**src/rtl/core/krd_pkg.sv**
```systemverilog
`default_nettype none

package krd_pkg;

    // Result kinds
    localparam logic [1:0] KIND_CHAR = 2'd0;
    localparam logic [1:0] KIND_SECS = 2'd1;
    localparam logic [1:0] KIND_BAD  = 2'd2;

    // Configuration register indexes
    localparam logic [1:0] CFG_ARROW_MODE = 2'd0;
    localparam logic [1:0] CFG_RPT_FIRST  = 2'd1;
    localparam logic [1:0] CFG_RPT_NEXT   = 2'd2;

    // Reset values of the configuration registers
    localparam logic       RST_ARROW_MODE = 1'b0;
    localparam logic [7:0] RST_RPT_FIRST  = 8'd24;
    localparam logic [7:0] RST_RPT_NEXT   = 8'd4;

    // Key codes and characters
    localparam logic [6:0] KEY_PREFIX  = 7'h00;
    localparam logic [6:0] KEY_SHIFT   = 7'h7E;
    localparam logic [6:0] KEY_LOCK    = 7'h7D;
    localparam logic [6:0] KEY_COMMAND = 7'h7F;
    localparam logic [6:0] KEY_FIRST   = 7'h20;
    localparam logic [6:0] KEY_UP      = 7'h27;
    localparam logic [6:0] KEY_DN      = 7'h2B;
    localparam logic [6:0] KEY_RIGHT   = 7'h23;
    localparam logic [6:0] KEY_LEFT    = 7'h22;
    localparam logic [6:0] CH_ESC      = 7'h1B;
    localparam logic [6:0] CH_O        = 7'h4F;
    localparam logic [6:0] CH_BRACKET  = 7'h5B;
    localparam logic [3:0] CLK_PREFIX  = 4'hE;

    localparam int ROM_DEPTH = 96;

    // Unshifted key map, indexed by key code minus 0x20
    localparam logic [6:0] PLAIN_ROM [ROM_DEPTH] = '{
        7'h1B, 7'h2D, 7'h00, 7'h00, 7'h37, 7'h38, 7'h39, 7'h00,
        7'h34, 7'h35, 7'h36, 7'h00, 7'h2E, 7'h32, 7'h33, 7'h0A,
        7'h00, 7'h00, 7'h00, 7'h00, 7'h00, 7'h00, 7'h00, 7'h00,
        7'h00, 7'h00, 7'h00, 7'h00, 7'h00, 7'h00, 7'h00, 7'h00,
        7'h2D, 7'h3D, 7'h5C, 7'h00, 7'h70, 7'h08, 7'h0A, 7'h00,
        7'h0D, 7'h30, 7'h00, 7'h00, 7'h2F, 7'h31, 7'h1B, 7'h00,
        7'h39, 7'h30, 7'h75, 7'h69, 7'h6A, 7'h6B, 7'h5B, 7'h5D,
        7'h6D, 7'h6C, 7'h3B, 7'h27, 7'h20, 7'h2C, 7'h2E, 7'h6F,
        7'h65, 7'h36, 7'h37, 7'h38, 7'h35, 7'h72, 7'h74, 7'h79,
        7'h60, 7'h66, 7'h67, 7'h68, 7'h76, 7'h63, 7'h62, 7'h6E,
        7'h61, 7'h32, 7'h33, 7'h34, 7'h31, 7'h71, 7'h73, 7'h77,
        7'h09, 7'h7A, 7'h78, 7'h64, 7'h1B, 7'h00, 7'h00, 7'h00
    };

    // Shifted key map
    localparam logic [6:0] SHIFT_ROM [ROM_DEPTH] = '{
        7'h7F, 7'h2D, 7'h2B, 7'h2A, 7'h37, 7'h38, 7'h39, 7'h2F,
        7'h34, 7'h35, 7'h36, 7'h2C, 7'h2E, 7'h32, 7'h33, 7'h0A,
        7'h00, 7'h00, 7'h00, 7'h00, 7'h00, 7'h00, 7'h00, 7'h00,
        7'h00, 7'h00, 7'h00, 7'h00, 7'h00, 7'h00, 7'h00, 7'h00,
        7'h5F, 7'h2B, 7'h7C, 7'h00, 7'h50, 7'h08, 7'h0A, 7'h00,
        7'h0D, 7'h30, 7'h00, 7'h00, 7'h3F, 7'h31, 7'h1B, 7'h00,
        7'h28, 7'h29, 7'h55, 7'h49, 7'h4A, 7'h4B, 7'h7B, 7'h7D,
        7'h4D, 7'h4C, 7'h3A, 7'h22, 7'h20, 7'h3C, 7'h3E, 7'h4F,
        7'h45, 7'h5E, 7'h26, 7'h2A, 7'h25, 7'h52, 7'h54, 7'h59,
        7'h7E, 7'h46, 7'h47, 7'h48, 7'h56, 7'h43, 7'h42, 7'h4E,
        7'h41, 7'h40, 7'h23, 7'h24, 7'h21, 7'h51, 7'h53, 7'h57,
        7'h09, 7'h5A, 7'h58, 7'h44, 7'h1B, 7'h00, 7'h00, 7'h00
    };

    // Days from the epoch to 1 January of year 1980 + index
    localparam logic [13:0] YEAR_DAYS [16] = '{
        14'd3652, 14'd4018, 14'd4383, 14'd4748, 14'd5113, 14'd5479, 14'd5844, 14'd6209,
        14'd6574, 14'd6940, 14'd7305, 14'd7670, 14'd8035, 14'd8401, 14'd8766, 14'd9131
    };

    typedef struct packed {
        logic [1:0]  result_kind;
        logic [6:0]  char_value;
        logic [30:0] clock_seconds;
        logic        last_of_run;
    } t_result;

    // Results of one input transaction
    typedef struct packed {
        logic [1:0]          cnt;
        t_result [2:0]       res;
    } t_group;

    typedef struct packed {
        logic       arrow_app_mode;
        logic [7:0] rpt_first_ticks;
        logic [7:0] rpt_next_ticks;
    } t_cfg;

endpackage

`default_nettype wire

```
**src/rtl/core/krd_in_if.sv**
```systemverilog
`default_nettype none

interface krd_in_if;
    logic       valid;
    logic       ready;
    logic       req_type;
    logic [7:0] byte_value;

    modport source (output valid, output req_type, output byte_value, input ready);
    modport sink   (input valid, input req_type, input byte_value, output ready);
endinterface

`default_nettype wire

```
**src/rtl/core/krd_out_if.sv**
```systemverilog
`default_nettype none

interface krd_out_if;
    logic        valid;
    logic        ready;
    logic [1:0]  result_kind;
    logic [6:0]  char_value;
    logic [30:0] clock_seconds;
    logic        last_of_run;

    modport source (output valid, output result_kind, output char_value,
                    output clock_seconds, output last_of_run, input ready);
    modport sink   (input valid, input result_kind, input char_value,
                    input clock_seconds, input last_of_run, output ready);
endinterface

`default_nettype wire

```
**src/rtl/core/krd_cfg_if.sv**
```systemverilog
`default_nettype none

interface krd_cfg_if;
    logic       valid;
    logic       ready;
    logic [1:0] index;
    logic [7:0] data;

    modport source (output valid, output index, output data, input ready);
    modport sink   (input valid, input index, input data, output ready);
endinterface

`default_nettype wire

```
**src/rtl/core/krd_decode.sv**
```systemverilog
`default_nettype none

module krd_decode (
    input  wire logic            i_clk,
    input  wire logic            i_rst_n,
    input  wire logic            i_take,
    input  wire logic            i_req_type,
    input  wire logic [7:0]      i_byte_value,
    input  wire krd_pkg::t_cfg   i_cfg,
    output krd_pkg::t_group      o_group
);

    localparam logic [2:0] PH_KEY     = 3'd0;
    localparam logic [2:0] PH_RESET   = 3'd1;
    localparam logic [2:0] PH_MOUSE_X = 3'd2;
    localparam logic [2:0] PH_MOUSE_Y = 3'd3;
    localparam logic [2:0] PH_CLOCK   = 3'd4;

    typedef struct packed {
        logic [1:0]       cnt;
        logic [2:0][6:0]  ch;
    } t_press;

    // Characters produced by one key press
    function automatic t_press f_press(input logic [6:0] code, input logic shift,
                                       input logic lock, input logic cmd,
                                       input logic app);
        t_press     p;
        logic [6:0] arrow;
        logic [6:0] c;
        logic [6:0] idx;
        p     = '0;
        arrow = '0;
        idx   = code - krd_pkg::KEY_FIRST;
        case (code)
            krd_pkg::KEY_UP:    arrow = 7'h41;
            krd_pkg::KEY_DN:    arrow = 7'h42;
            krd_pkg::KEY_RIGHT: arrow = 7'h43;
            krd_pkg::KEY_LEFT:  arrow = 7'h44;
            default:            arrow = '0;
        endcase
        if (code >= krd_pkg::KEY_FIRST) begin
            if (!shift && arrow != '0) begin
                p.cnt   = 2'd3;
                p.ch[0] = krd_pkg::CH_ESC;
                p.ch[1] = app ? krd_pkg::CH_O : krd_pkg::CH_BRACKET;
                p.ch[2] = arrow;
            end else begin
                c = shift ? krd_pkg::SHIFT_ROM[idx] : krd_pkg::PLAIN_ROM[idx];
                if (c != '0) begin
                    p.cnt = 2'd1;
                end
                if (lock && c >= 7'h61 && c <= 7'h7A) begin
                    c = c - 7'h20;
                end
                if (cmd) begin
                    c = c & 7'h1F;
                end
                p.ch[0] = c;
            end
        end
        return p;
    endfunction

    // Control state
    logic [2:0]  r_phase, n_phase;
    logic [2:0]  r_clk_left, n_clk_left;
    logic [3:0]  r_year, n_year;
    logic        r_shift, n_shift;
    logic        r_lock, n_lock;
    logic        r_cmd, n_cmd;
    logic [6:0]  r_rep_key, n_rep_key;
    logic [7:0]  r_rep_cd, n_rep_cd;

    // Clock reading accumulators
    logic [10:0] r_acc, n_acc;
    logic [7:0]  r_part, n_part;
    logic [29:0] r_t, n_t;
    logic        r_bad, n_bad;

    logic [6:0]  code;
    logic        down;
    logic [3:0]  hi, lo;
    logic [10:0] day;
    logic [7:0]  field;
    logic [13:0] days;
    logic        use_press;
    t_press      prs;

    assign code = i_byte_value[6:0];
    assign down = i_byte_value[7];
    assign hi   = i_byte_value[7:4];
    assign lo   = i_byte_value[3:0];
    assign day  = r_acc + 11'(hi);
    assign field = r_part + 8'(hi);
    assign days = krd_pkg::YEAR_DAYS[r_year] + 14'(day) - 14'd1;

    // One press unit serves both key bytes and repeat ticks
    assign prs = f_press(i_req_type ? r_rep_key : code, r_shift, r_lock, r_cmd,
                         i_cfg.arrow_app_mode);

    // Next state and results
    always_comb begin
        n_phase    = r_phase;
        n_clk_left = r_clk_left;
        n_year     = r_year;
        n_shift    = r_shift;
        n_lock     = r_lock;
        n_cmd      = r_cmd;
        n_rep_key  = r_rep_key;
        n_rep_cd   = r_rep_cd;
        n_acc      = r_acc;
        n_part     = r_part;
        n_t        = r_t;
        n_bad      = r_bad;
        use_press  = 1'b0;
        o_group    = '0;

        if (i_req_type) begin
            // timer tick: auto-repeat
            if (r_rep_key != '0) begin
                n_rep_cd = r_rep_cd - 8'd1;
                if (n_rep_cd == '0) begin
                    use_press = 1'b1;
                    n_rep_cd  = i_cfg.rpt_next_ticks;
                end
            end
        end else begin
            case (r_phase)
                PH_RESET: begin
                    n_phase   = PH_KEY;
                    n_shift   = 1'b0;
                    n_cmd     = 1'b0;
                    n_rep_key = '0;
                    if (hi == krd_pkg::CLK_PREFIX) begin
                        n_phase    = PH_CLOCK;
                        n_clk_left = 3'd5;
                        n_year     = lo;
                    end
                end
                PH_MOUSE_X: n_phase = PH_MOUSE_Y;
                PH_MOUSE_Y: n_phase = PH_KEY;
                PH_CLOCK: begin
                    n_clk_left = r_clk_left - 3'd1;
                    case (r_clk_left)
                        3'd5: begin
                            n_acc = 11'(hi) * 11'd100 + 11'(lo) * 11'd10;
                            n_bad = 1'b0;
                        end
                        3'd4: begin
                            n_bad  = r_bad || day == '0 || day > 11'd366;
                            n_t    = 30'(days) * 30'd24;
                            n_part = 8'(lo) * 8'd10;
                        end
                        3'd3: begin
                            n_bad  = r_bad || field > 8'd23;
                            n_t    = (r_t + 30'(field)) * 30'd60;
                            n_part = 8'(lo) * 8'd10;
                        end
                        3'd2: begin
                            n_bad  = r_bad || field > 8'd59;
                            n_t    = (r_t + 30'(field)) * 30'd60;
                            n_part = 8'(lo) * 8'd10;
                        end
                        3'd1: begin
                            n_bad  = r_bad || field > 8'd59;
                            n_t    = r_t + 30'(field);
                            o_group.cnt = 2'd1;
                            o_group.res[0].last_of_run = 1'b1;
                            if (n_bad) begin
                                o_group.res[0].result_kind = krd_pkg::KIND_BAD;
                            end else begin
                                o_group.res[0].result_kind   = krd_pkg::KIND_SECS;
                                o_group.res[0].clock_seconds = 31'(n_t);
                            end
                        end
                        default: ;
                    endcase
                    if (n_clk_left == '0) begin
                        n_phase = PH_KEY;
                    end
                end
                default: begin
                    // key transitions and prefixes
                    if (code == krd_pkg::KEY_PREFIX) begin
                        n_phase = down ? PH_RESET : PH_MOUSE_X;
                    end else if (code == krd_pkg::KEY_SHIFT) begin
                        n_shift = down;
                    end else if (code == krd_pkg::KEY_LOCK) begin
                        n_lock = down;
                    end else if (code == krd_pkg::KEY_COMMAND) begin
                        n_cmd = down;
                    end else if (down) begin
                        use_press = 1'b1;
                        if (code >= krd_pkg::KEY_FIRST) begin
                            n_rep_key = code;
                            n_rep_cd  = i_cfg.rpt_first_ticks;
                        end
                    end else if (code == r_rep_key) begin
                        n_rep_key = '0;
                    end
                end
            endcase
        end

        // character results
        if (use_press) begin
            o_group.cnt = prs.cnt;
            for (int k = 0; k < 3; k++) begin
                o_group.res[k].result_kind = krd_pkg::KIND_CHAR;
                o_group.res[k].char_value  = prs.ch[k];
                o_group.res[k].last_of_run = (2'(k) == prs.cnt - 2'd1);
            end
        end
    end

    // Control registers
    always_ff @(posedge i_clk) begin
        if (!i_rst_n) begin
            r_phase    <= PH_KEY;
            r_clk_left <= '0;
            r_year     <= '0;
            r_shift    <= 1'b0;
            r_lock     <= 1'b0;
            r_cmd      <= 1'b0;
            r_rep_key  <= '0;
            r_rep_cd   <= '0;
        end else if (i_take) begin
            r_phase    <= n_phase;
            r_clk_left <= n_clk_left;
            r_year     <= n_year;
            r_shift    <= n_shift;
            r_lock     <= n_lock;
            r_cmd      <= n_cmd;
            r_rep_key  <= n_rep_key;
            r_rep_cd   <= n_rep_cd;
        end
    end

    // Clock reading accumulators
    always_ff @(posedge i_clk) begin
        if (i_take) begin
            r_acc  <= n_acc;
            r_part <= n_part;
            r_t    <= n_t;
            r_bad  <= n_bad;
        end
    end

endmodule

`default_nettype wire

```
**src/rtl/core/krd_result_q.sv**
```systemverilog
`default_nettype none

module krd_result_q (
    input  wire logic            i_clk,
    input  wire logic            i_rst_n,
    input  wire logic            i_load,
    input  wire krd_pkg::t_group i_group,
    output logic                 o_free,
    krd_out_if.source            o_out
);

    krd_pkg::t_result r_mem [4];
    logic [1:0]       r_rd;
    logic [1:0]       r_wr;
    logic [2:0]       r_cnt;
    logic             pop;
    logic [1:0]       push_cnt;

    // Room for a full group of three, decided from registered state only
    assign o_free   = r_cnt <= 3'd1;
    assign pop      = r_cnt != '0 && o_out.ready;
    assign push_cnt = i_load ? i_group.cnt : 2'd0;

    assign o_out.valid         = r_cnt != '0;
    assign o_out.result_kind   = r_mem[r_rd].result_kind;
    assign o_out.char_value    = r_mem[r_rd].char_value;
    assign o_out.clock_seconds = r_mem[r_rd].clock_seconds;
    assign o_out.last_of_run   = r_mem[r_rd].last_of_run;

    // Result storage
    always_ff @(posedge i_clk) begin
        for (int k = 0; k < 3; k++) begin
            if (2'(k) < push_cnt) begin
                r_mem[r_wr + 2'(k)] <= i_group.res[k];
            end
        end
    end

    // Pointers and fill count
    always_ff @(posedge i_clk) begin
        if (!i_rst_n) begin
            r_rd  <= '0;
            r_wr  <= '0;
            r_cnt <= '0;
        end else begin
            r_wr  <= r_wr + push_cnt;
            r_rd  <= r_rd + 2'(pop);
            r_cnt <= r_cnt + 3'(push_cnt) - 3'(pop);
        end
    end

endmodule

`default_nettype wire

```
**src/rtl/core/keyboard_report_decoder.sv**
```systemverilog
// Keyboard report decoder.
// i_in carries one transaction per controller byte (req_type 0) or timer tick
// (req_type 1). o_out returns the result transactions: characters, clock
// seconds or a bad clock flag; last_of_run marks the final result of an input.
// i_cfg writes the configuration registers (0 arrow mode, 1 repeat delay,
// 2 repeat rate); it is always ready and should be written while idle.
// An accepted input waits in the input register until the queue has room,
// is then decoded, and its results are written into the result queue, from
// which they are presented in order.
// Throughput: one input per cycle while each gives at most one result and
// the receiver is ready; an arrow key gives three results, which leave one
// per cycle through the single result read port while the input stalls.
// A four-entry result queue separates the sides: input is taken as long as
// the queue holds at most one result, so a stalled receiver backs up into
// the input register and then drops i_in.ready without losing anything.
// Reset (synchronous, active low) clears the modifiers, repeat state, stream
// phase and queue and restores the register defaults; no clearing pass.
`default_nettype none

module keyboard_report_decoder (
    input  wire logic  i_clk,
    input  wire logic  i_rst_n,
    krd_in_if.sink     i_in,
    krd_out_if.source  o_out,
    krd_cfg_if.sink    i_cfg
);

    logic            r_in_vld;
    logic            r_req_type;
    logic [7:0]      r_byte_value;
    logic            dec_take;
    logic            q_free;
    krd_pkg::t_cfg   r_cfg;
    krd_pkg::t_group group;

    // Input register
    assign dec_take   = r_in_vld && q_free;
    assign i_in.ready = !r_in_vld || dec_take;

    always_ff @(posedge i_clk) begin
        if (!i_rst_n) begin
            r_in_vld <= 1'b0;
        end else if (i_in.valid && i_in.ready) begin
            r_in_vld <= 1'b1;
        end else if (dec_take) begin
            r_in_vld <= 1'b0;
        end
    end

    always_ff @(posedge i_clk) begin
        if (i_in.valid && i_in.ready) begin
            r_req_type   <= i_in.req_type;
            r_byte_value <= i_in.byte_value;
        end
    end

    // Configuration registers
    assign i_cfg.ready = 1'b1;

    always_ff @(posedge i_clk) begin
        if (!i_rst_n) begin
            r_cfg.arrow_app_mode  <= krd_pkg::RST_ARROW_MODE;
            r_cfg.rpt_first_ticks <= krd_pkg::RST_RPT_FIRST;
            r_cfg.rpt_next_ticks  <= krd_pkg::RST_RPT_NEXT;
        end else if (i_cfg.valid) begin
            case (i_cfg.index)
                krd_pkg::CFG_ARROW_MODE: r_cfg.arrow_app_mode  <= i_cfg.data[0];
                krd_pkg::CFG_RPT_FIRST:  r_cfg.rpt_first_ticks <= i_cfg.data;
                krd_pkg::CFG_RPT_NEXT:   r_cfg.rpt_next_ticks  <= i_cfg.data;
                default: ;
            endcase
        end
    end

    krd_decode u_decode (
        .i_clk        (i_clk),
        .i_rst_n      (i_rst_n),
        .i_take       (dec_take),
        .i_req_type   (r_req_type),
        .i_byte_value (r_byte_value),
        .i_cfg        (r_cfg),
        .o_group      (group)
    );

    krd_result_q u_result_q (
        .i_clk   (i_clk),
        .i_rst_n (i_rst_n),
        .i_load  (dec_take),
        .i_group (group),
        .o_free  (q_free),
        .o_out   (o_out)
    );

endmodule

`default_nettype wire

```
**src/flat_wrapper.sv**
```systemverilog
// flat-port wrapper written by rule: the top's interface ports become plain ports
module keyboard_report_decoder_flat 
  (i_clk, i_rst_n, i_in_valid, i_in_req_type, i_in_byte_value, i_in_ready, o_out_valid, o_out_result_kind, o_out_char_value, o_out_clock_seconds, o_out_last_of_run, o_out_ready, i_cfg_valid, i_cfg_index, i_cfg_data, i_cfg_ready);
  krd_in_if i_in_i ();
  krd_out_if o_out_i ();
  krd_cfg_if i_cfg_i ();
  input  wire logic i_clk;
  input  wire logic i_rst_n;
  input wire logic [$bits(i_in_i.valid)-1:0] i_in_valid;
  input wire logic [$bits(i_in_i.req_type)-1:0] i_in_req_type;
  input wire logic [$bits(i_in_i.byte_value)-1:0] i_in_byte_value;
  output wire logic [$bits(i_in_i.ready)-1:0] i_in_ready;
  output wire logic [$bits(o_out_i.valid)-1:0] o_out_valid;
  output wire logic [$bits(o_out_i.result_kind)-1:0] o_out_result_kind;
  output wire logic [$bits(o_out_i.char_value)-1:0] o_out_char_value;
  output wire logic [$bits(o_out_i.clock_seconds)-1:0] o_out_clock_seconds;
  output wire logic [$bits(o_out_i.last_of_run)-1:0] o_out_last_of_run;
  input wire logic [$bits(o_out_i.ready)-1:0] o_out_ready;
  input wire logic [$bits(i_cfg_i.valid)-1:0] i_cfg_valid;
  input wire logic [$bits(i_cfg_i.index)-1:0] i_cfg_index;
  input wire logic [$bits(i_cfg_i.data)-1:0] i_cfg_data;
  output wire logic [$bits(i_cfg_i.ready)-1:0] i_cfg_ready;
  assign i_in_i.valid = i_in_valid;
  assign i_in_i.req_type = i_in_req_type;
  assign i_in_i.byte_value = i_in_byte_value;
  assign i_in_ready = i_in_i.ready;
  assign o_out_valid = o_out_i.valid;
  assign o_out_result_kind = o_out_i.result_kind;
  assign o_out_char_value = o_out_i.char_value;
  assign o_out_clock_seconds = o_out_i.clock_seconds;
  assign o_out_last_of_run = o_out_i.last_of_run;
  assign o_out_i.ready = o_out_ready;
  assign i_cfg_i.valid = i_cfg_valid;
  assign i_cfg_i.index = i_cfg_index;
  assign i_cfg_i.data = i_cfg_data;
  assign i_cfg_ready = i_cfg_i.ready;
  keyboard_report_decoder u_core (.i_clk(i_clk), .i_rst_n(i_rst_n), .i_in(i_in_i), .o_out(o_out_i), .i_cfg(i_cfg_i));
endmodule
```
**config.mk**
```make
export PLATFORM = sky130hd
export DESIGN_NAME = keyboard_report_decoder_flat
export DESIGN_NICKNAME = d
export VERILOG_FILES = /design/src/rtl/core/krd_pkg.sv /design/src/rtl/core/krd_in_if.sv /design/src/rtl/core/krd_out_if.sv /design/src/rtl/core/krd_cfg_if.sv /design/src/rtl/core/krd_decode.sv /design/src/rtl/core/krd_result_q.sv /design/src/rtl/core/keyboard_report_decoder.sv /design/src/flat_wrapper.sv
export SDC_FILE = /design/constraint.sdc
export NUM_CORES = 1
export LEC_CHECK = 0
export BUFFER_PORTS_ARGS = -buffer_cell sky130_fd_sc_hd__buf_2
export CORE_ASPECT_RATIO = 1.1
export CORE_MARGIN = 4
export CORE_UTILIZATION = 36
export DETAILED_ROUTE_END_ITERATION = 8
export PLACE_DENSITY = 0.58
export SYNTH_ARGS = -nofsm -noshare
export SYNTH_HDL_FRONTEND = slang
export SYNTH_SLANG_ARGS = --single-unit
```
**constraint.sdc**
```tcl
create_clock -name i_clk -period 8.4 [get_ports i_clk]
set_clock_uncertainty 0.2 [all_clocks]
set_input_delay 0.84 -clock i_clk [delete_from_list [all_inputs] [get_ports i_clk]]
set_output_delay 0.84 -clock i_clk [all_outputs]
set_load 0.01 [all_outputs]
```
After elaboration in Yosys (flattened, before gate mapping) --
Memories as Yosys holds them, arrays and structs flattened. A register that Yosys moved wholly into a read port is not among the register bits. Cells that the tools add are included.
Cells by class: bitwise gates (word level) 7, add/sub/neg operators 17, $lt $le $gt $ge 13, reductions and logical operators 53, multiplexer cells 86, equality and inequality tests 35, multipliers 5
Operators by type and width (count):
- $mux 7 | 16
- $mux 31 | 3
- $pmux 30 s3 | 1
- $mux 8 | 10
- $mux 14 | 3
- $add 30x8->30 | 1
- $mul 30x4->28 const B | 1
- $mux 30 | 1
- $eq 7x6->1 const B | 4
- $mux 1 | 28
- $pmux 7 s4 | 1
- $reduce_and 4->1 | 7
- $mux 23 | 1
- $eq 7x7->1 const B | 3
- $reduce_bool 7->1 | 3
- $mux 10 | 2
- $ne 2x1->1 const B | 9
- $reduce_and 9->1 | 2
- $mul 14x2->16 const B | 1
- $mux 2 | 8
- $add 14x11->14 | 1
- $ge 7x6->1 const B | 2
- $mul 4x3->7 const B | 2
- $pmux 7 s2 | 1
- 65 further kinds | 105
Word-level totals: logic and storage cells 241, bits in read-only memories 2016, bits of input ports 24, memory bits (writable) 160, register bits 111, memories kept 4
Memories:
- (no name shown) | words 128, width 7, read ports 1, clocked after memory_dff 0, write ports 0, line krd_decode.sv:49 | c = shift ? krd_pkg::SHIFT_ROM[idx] : krd_pkg::PLAIN_ROM[idx];
- (no name shown) | words 128, width 7, read ports 1, clocked after memory_dff 0, write ports 0, line krd_decode.sv:49
- (no name shown) | words 16, width 14, read ports 1, clocked after memory_dff 0, write ports 0, line krd_decode.sv:96 | assign days = krd_pkg::YEAR_DAYS[r_year] + 14'(day) - 14'd1;
- u_core.u_result_q.r_mem | words 4, width 40, read ports 1, clocked after memory_dff 1, write ports 3, line krd_result_q.sv:12 | krd_pkg::t_result r_mem [4];

Logic depth before layout (Yosys ltp) --
depth after elaboration 19, mapped depth 29, mapped depth without buffers 29

By module --
From an unflattened synthesis, not the netlist that was laid out.
Unflattened totals: cells, all modules 2279, area, all modules 24024.3 µm²
By module, submodules not included:
- krd_decode | area each 12435.7 µm², instances 1, cells an instance 1554
- krd_result_q | area each 10563.9 µm², instances 1, cells an instance 637
- keyboard_report_decoder | area each 1024.7 µm², instances 1, cells an instance 88

Worst setup path before layout --
No wires, ideal clock.
path kind register -> register, start point reg u_core.r_byte_value[5], end point reg u_core.u_decode.r_t[29] (data pin), arrival time 6.353 ns, period minus slack after synthesis 6.824 ns, cell stages (with the launch flop) 27, setup slack 1.576 ns, setup time 0.271 ns, data required time 7.929 ns, buffers on the path 0, path through edfxtp_1 > ha_1 > fa_1 > a21o_1 > nand2_1 > xnor2_1 > ha_1 > or2_2 > o31a_1 > a31oi_1 > nand2b_1 > a21bo_2 > xor2_1 > xor2_1 > xor2_1 > fa_1 > inv_1 > ha_1 > a21o_1 > a21oi_1 > nand4_1 > o21ai_0 > o41ai_1 > o41ai_1 > o21ai_0 > xnor2_1 > o22ai_1
Between the ends: cells in the longest elaborated chain, start to end 4
Ends and longest elaborated chain:
- start: declaration | line keyboard_report_decoder.sv:30 | logic [7:0] r_byte_value;
- start signal: assignment | line keyboard_report_decoder.sv:53 | r_byte_value <= i_in.byte_value;
- $add 8x4->8 (*) | line krd_decode.sv:95 | assign field = r_part + 8'(hi);
- $add 30x8->30 (*) | line krd_decode.sv:157, krd_decode.sv:162, krd_decode.sv:167
- $mul 30x4->28 | line krd_decode.sv:157, krd_decode.sv:162
- $pmux 30 s3 (*) | line krd_decode.sv:145 | case (r_clk_left)
- end signal: assignment | line krd_decode.sv:245 | r_t <= n_t;
- end: declaration | line krd_decode.sv:78 | logic [29:0] r_t, n_t;
Mark *: on every way between the ends. The rest lies on a longest branch, timed or not. A chain may end at the register's enable or synchronous reset.

Final worst setup path --
start point reg u_core.r_byte_value[6], end point reg u_core.u_decode.r_t[29] (data pin)
Same word-level chain as after synthesis.

==> impl_metrics.json <==
{
  "crit_path_top_delay_cell": "edfxtp_1",
  "path_max_fanout": 12,
  "rsz0062_at_grt": "no",
  "switching_power_w": 0.00137,
  "synth_edf_count": 77,
  "cts_setup_buffers": 0,
  "cellLeakagePower_nw": 8.59,
  "synth.avg_cell_area_sq_um": 8.72,
  "cts_tree": "done",
  "grt_start_max_net_pins": 46,
  "synthTopCellsByArea": "dfxtp_1 (19%), edfxtp_1 (12%), ha_1 (8.7%)",
  "seq_area_sq_mm": 0.00618,
  "num_vias": 16800,
  "syn_nets": 2506,
  "track_usage_pct": 18.5,
  "p_comb_share_pct": 32.5,
  "synth_cell_types": 101,
  "post-route-period-util_pct": 88.1,
  "core_area_sq_mm": 0.0550,
  "ant_nets": 0,
  "areaGrowthSynthToFinish_pct": 9.72,
  "crit_required_ns": 8.51,
  "gr-usage-met1_pct": 23.5,
  "numPortBuffers": 65,
  "ys_warn_count": 0,
  "dp_slack_ns": 0.968,
  "fp.dieW_um": 233,
  "rows": 90,
  "vdd_ir_drop_max_mv": 0.155,
  "clk_latency_ns": 0.57,
  "finalMaxSlewViolations": 0,
  "die_area_sq_mm": 0.0595,
  "max_stage_delay_ns": 0.64,
  "busiest_layer": "met2",
  "power_w": 0.00417,
  "drt_iter0_drc": 1386,
  "final_layout_size_suffix_gt1_share_pct": 10.8,
  "drcViolationCount": 0,
  "io-pin-count": 68,
  "postCtsResizedCells": 0,
  "ys_top_cells_by_count": "nand2_1 (316), nor2_1 (198), dfxtp_1 (193), a21oi_1 (188), inv_1 (165)",
  "drt_first_pass_iters": 7,
  "instances_no_fill": 3066,
  "synth_seq_cells": 270,
  "setup_viol": 0,
  "syn_inst": 2300,
  "cp-end-kind": "flip-flop",
  "grt_pass1_vias": 16800,
  "netlist_area_sq_mm": 0.0200,
  "switching_share_pct": 32.9,
  "cts_buffer_depth": 3,
  "post-synth-top-count-cell": "nand2_1",
  "start_util_pct": 36.5,
  "viasPerCell": 5.49,
  "ctsHoldBuffers": 0,
  "finalCriticalPeriod_ns": 7.40,
  "relSlewSlack_pct": 22.1,
  "async_reset_ff_share_pct": 0,
  "place.gp.congestion": 0.901,
  "grtUsageMet2_pct": 32.1,
  "fin_ws_ns": 0.996,
  "multiInputGateArea_sq_mm": 0.0126,
  "globalRouteOverflowTotal": 0,
  "use_met3_pct": 2.32,
  "diodes": 0,
  "intPower_w": 0.00280,
  "grt_antenna_before_repair": 0,
  "clk_pin_slew_ns": 0.06,
  "p_clk_share_pct": 33.6,
  "power_density_mw_per_mm2": 190,
  "synth.top_cell.area_share_pct": 19.3,
  "maxCapViolCount": 0,
  "cts_root_buf": "clkbuf_16",
  "fill_cells": 5531,
  "status": "completed",
  "start_kind": "flip-flop",
  "synth_area_leader_cell": "dfxtp_1",
  "hold_class": "reg2reg",
  "timing.fmax_mhz": 135,
  "post-place-cells": 3010,
  "dpl.hpwl_mm": 40.0,
  "cp_common_cell": "xnor2_1",
  "seq_area_frac_synth_pct": 30.8,
  "ys.flop_type": "dfxtp_1",
  "crit_type": "reg2reg",
  "worstMarginPinSlew_ns": 1.16,
  "htreeDepth": 1,
  "worstPathArrival_ns": 7.51,
  "seqPwrFrac_pct": 33.8,
  "cts_sinks": 270,
  "die_y_um": 256,
  "grt_pass1_wl_mm": 90.8,
  "nNetsFinal": 2512,
  "routedWlPerCell_um": 18.5,
  "setup_tns_ns": 0,
  "final-hold-violation-count": 0,
  "cts_buffers": 30,
  "drt_wl_total_mm": 56.7
}
cell usage in the layout, fill, tap and decap left out, drive strengths merged, types with 13 or more instances in the layout:
cell	n
maj3	14
nand2b	19
o221ai	13
nor3	35
nor4	13
fa	43
mux2i	73
edfxtp	77
nand4	16
xor2	52
o31ai	14
and2	20
a21oi	198
ha	139
mux4	40
inv	168
nor2b	29
or3	13
a31oi	14
buf	96
nand2	326
a21o	24
o21ai	76
a211oi	24
nor2	202
xnor2	97
o22ai	20
clkbuf	43
dfxtp	193
and3	13
nand3	36
sequential cells by signal, summed over array words and instances, names as in the netlist, 4 cells and up:
signal	cells
u_core.u_result_q.r_mem	160
u_core.u_decode.r_t	30
u_core.r_cfg	17
u_core.u_decode.r_acc	10
u_core.r_byte_value	8
u_core.u_decode.r_rep_cd	8
u_core.u_decode.r_part	7
u_core.u_decode.r_rep_key	7
u_core.u_decode.r_year	4
layer usage:
| layer | vias up | wire (um) |
|---|---|---|
| li1 | 8078 | - |
| met1 | 8106 | 24100 |
| met2 | 507 | 27700 |
| met3 | 138 | 2560 |
| met4 | 0 | 2320 |
| met5 | - | 0 |
final timing paths:
path,start,to,slack [ns],cells after the start
worst min register to register,u_core.u_result_q.r_mem[3][3],u_core.u_result_q.r_mem[3][3],0.25,2
worst max-delay path,u_core.r_byte_value[6],u_core.u_decode.r_t[29],1.0,25
worst max register to register,u_core.r_byte_value[6],u_core.u_decode.r_t[29],1.0,25
worst min-delay path,u_core.u_result_q.r_mem[3][3],u_core.u_result_q.r_mem[3][3],0.25,2
per-stage QoR:
stage	area (sq um)	util (%)	hold slack [ns]
floorplan	20000	-	0.227
global placement	20900	38.1	0.235
detailed placement	20900	38.1	0.241
CTS	22000	40.0	0.218
global route	22000	40.0	0.219
finish	22000	40.0	0.248
power by group through the flow:
stage,clock (W),combinational [W],sequential [W]
after global routing,0.00149,0.00152,0.00142
after global placement,0,0.00135,0.00144
after floorplan,0,0.00104,0.00143
after detailed placement,0,0.00136,0.00144
final,0.00140,0.00136,0.00141
after CTS,0.00143,0.00137,0.00141
cells by family after synthesis:
logic type / synth area share [%]
compound gates: 16.5
fa+ha+maj: 13.7
other cells: 0.0375
xor+xnor: 6.62
mux: 8.54
flops: 30.8
simple gates: 17.6
buf+inv: 6.20
critical path, delay by kind of cell, from the launching register on:
family,cells,cell delay [ns]
AOI/OAI and AO/OA,10,2.24
adders and majority gates,4,1.73
xor gates and xnor gates,5,1.43
and+or+nand+nor,5,0.86
DFF,1,0.64
buffers and inverters,1,0.04
final cells by class:
| cell class | count | area share (%) |
|---|---|---|
| inverters | 170 | 2.90 |
| repair buffers | 96 | 2.54 |
| clock inverters | 13 | 0.785 |
| clock buffers | 43 | 4.01 |
| well taps | 736 | 4.19 |
| flip-flops and latches | 270 | 28.1 |
| multi-input cells | 1738 | 57.5 |
Note: power is estimated with default switching activity, not from simulation.
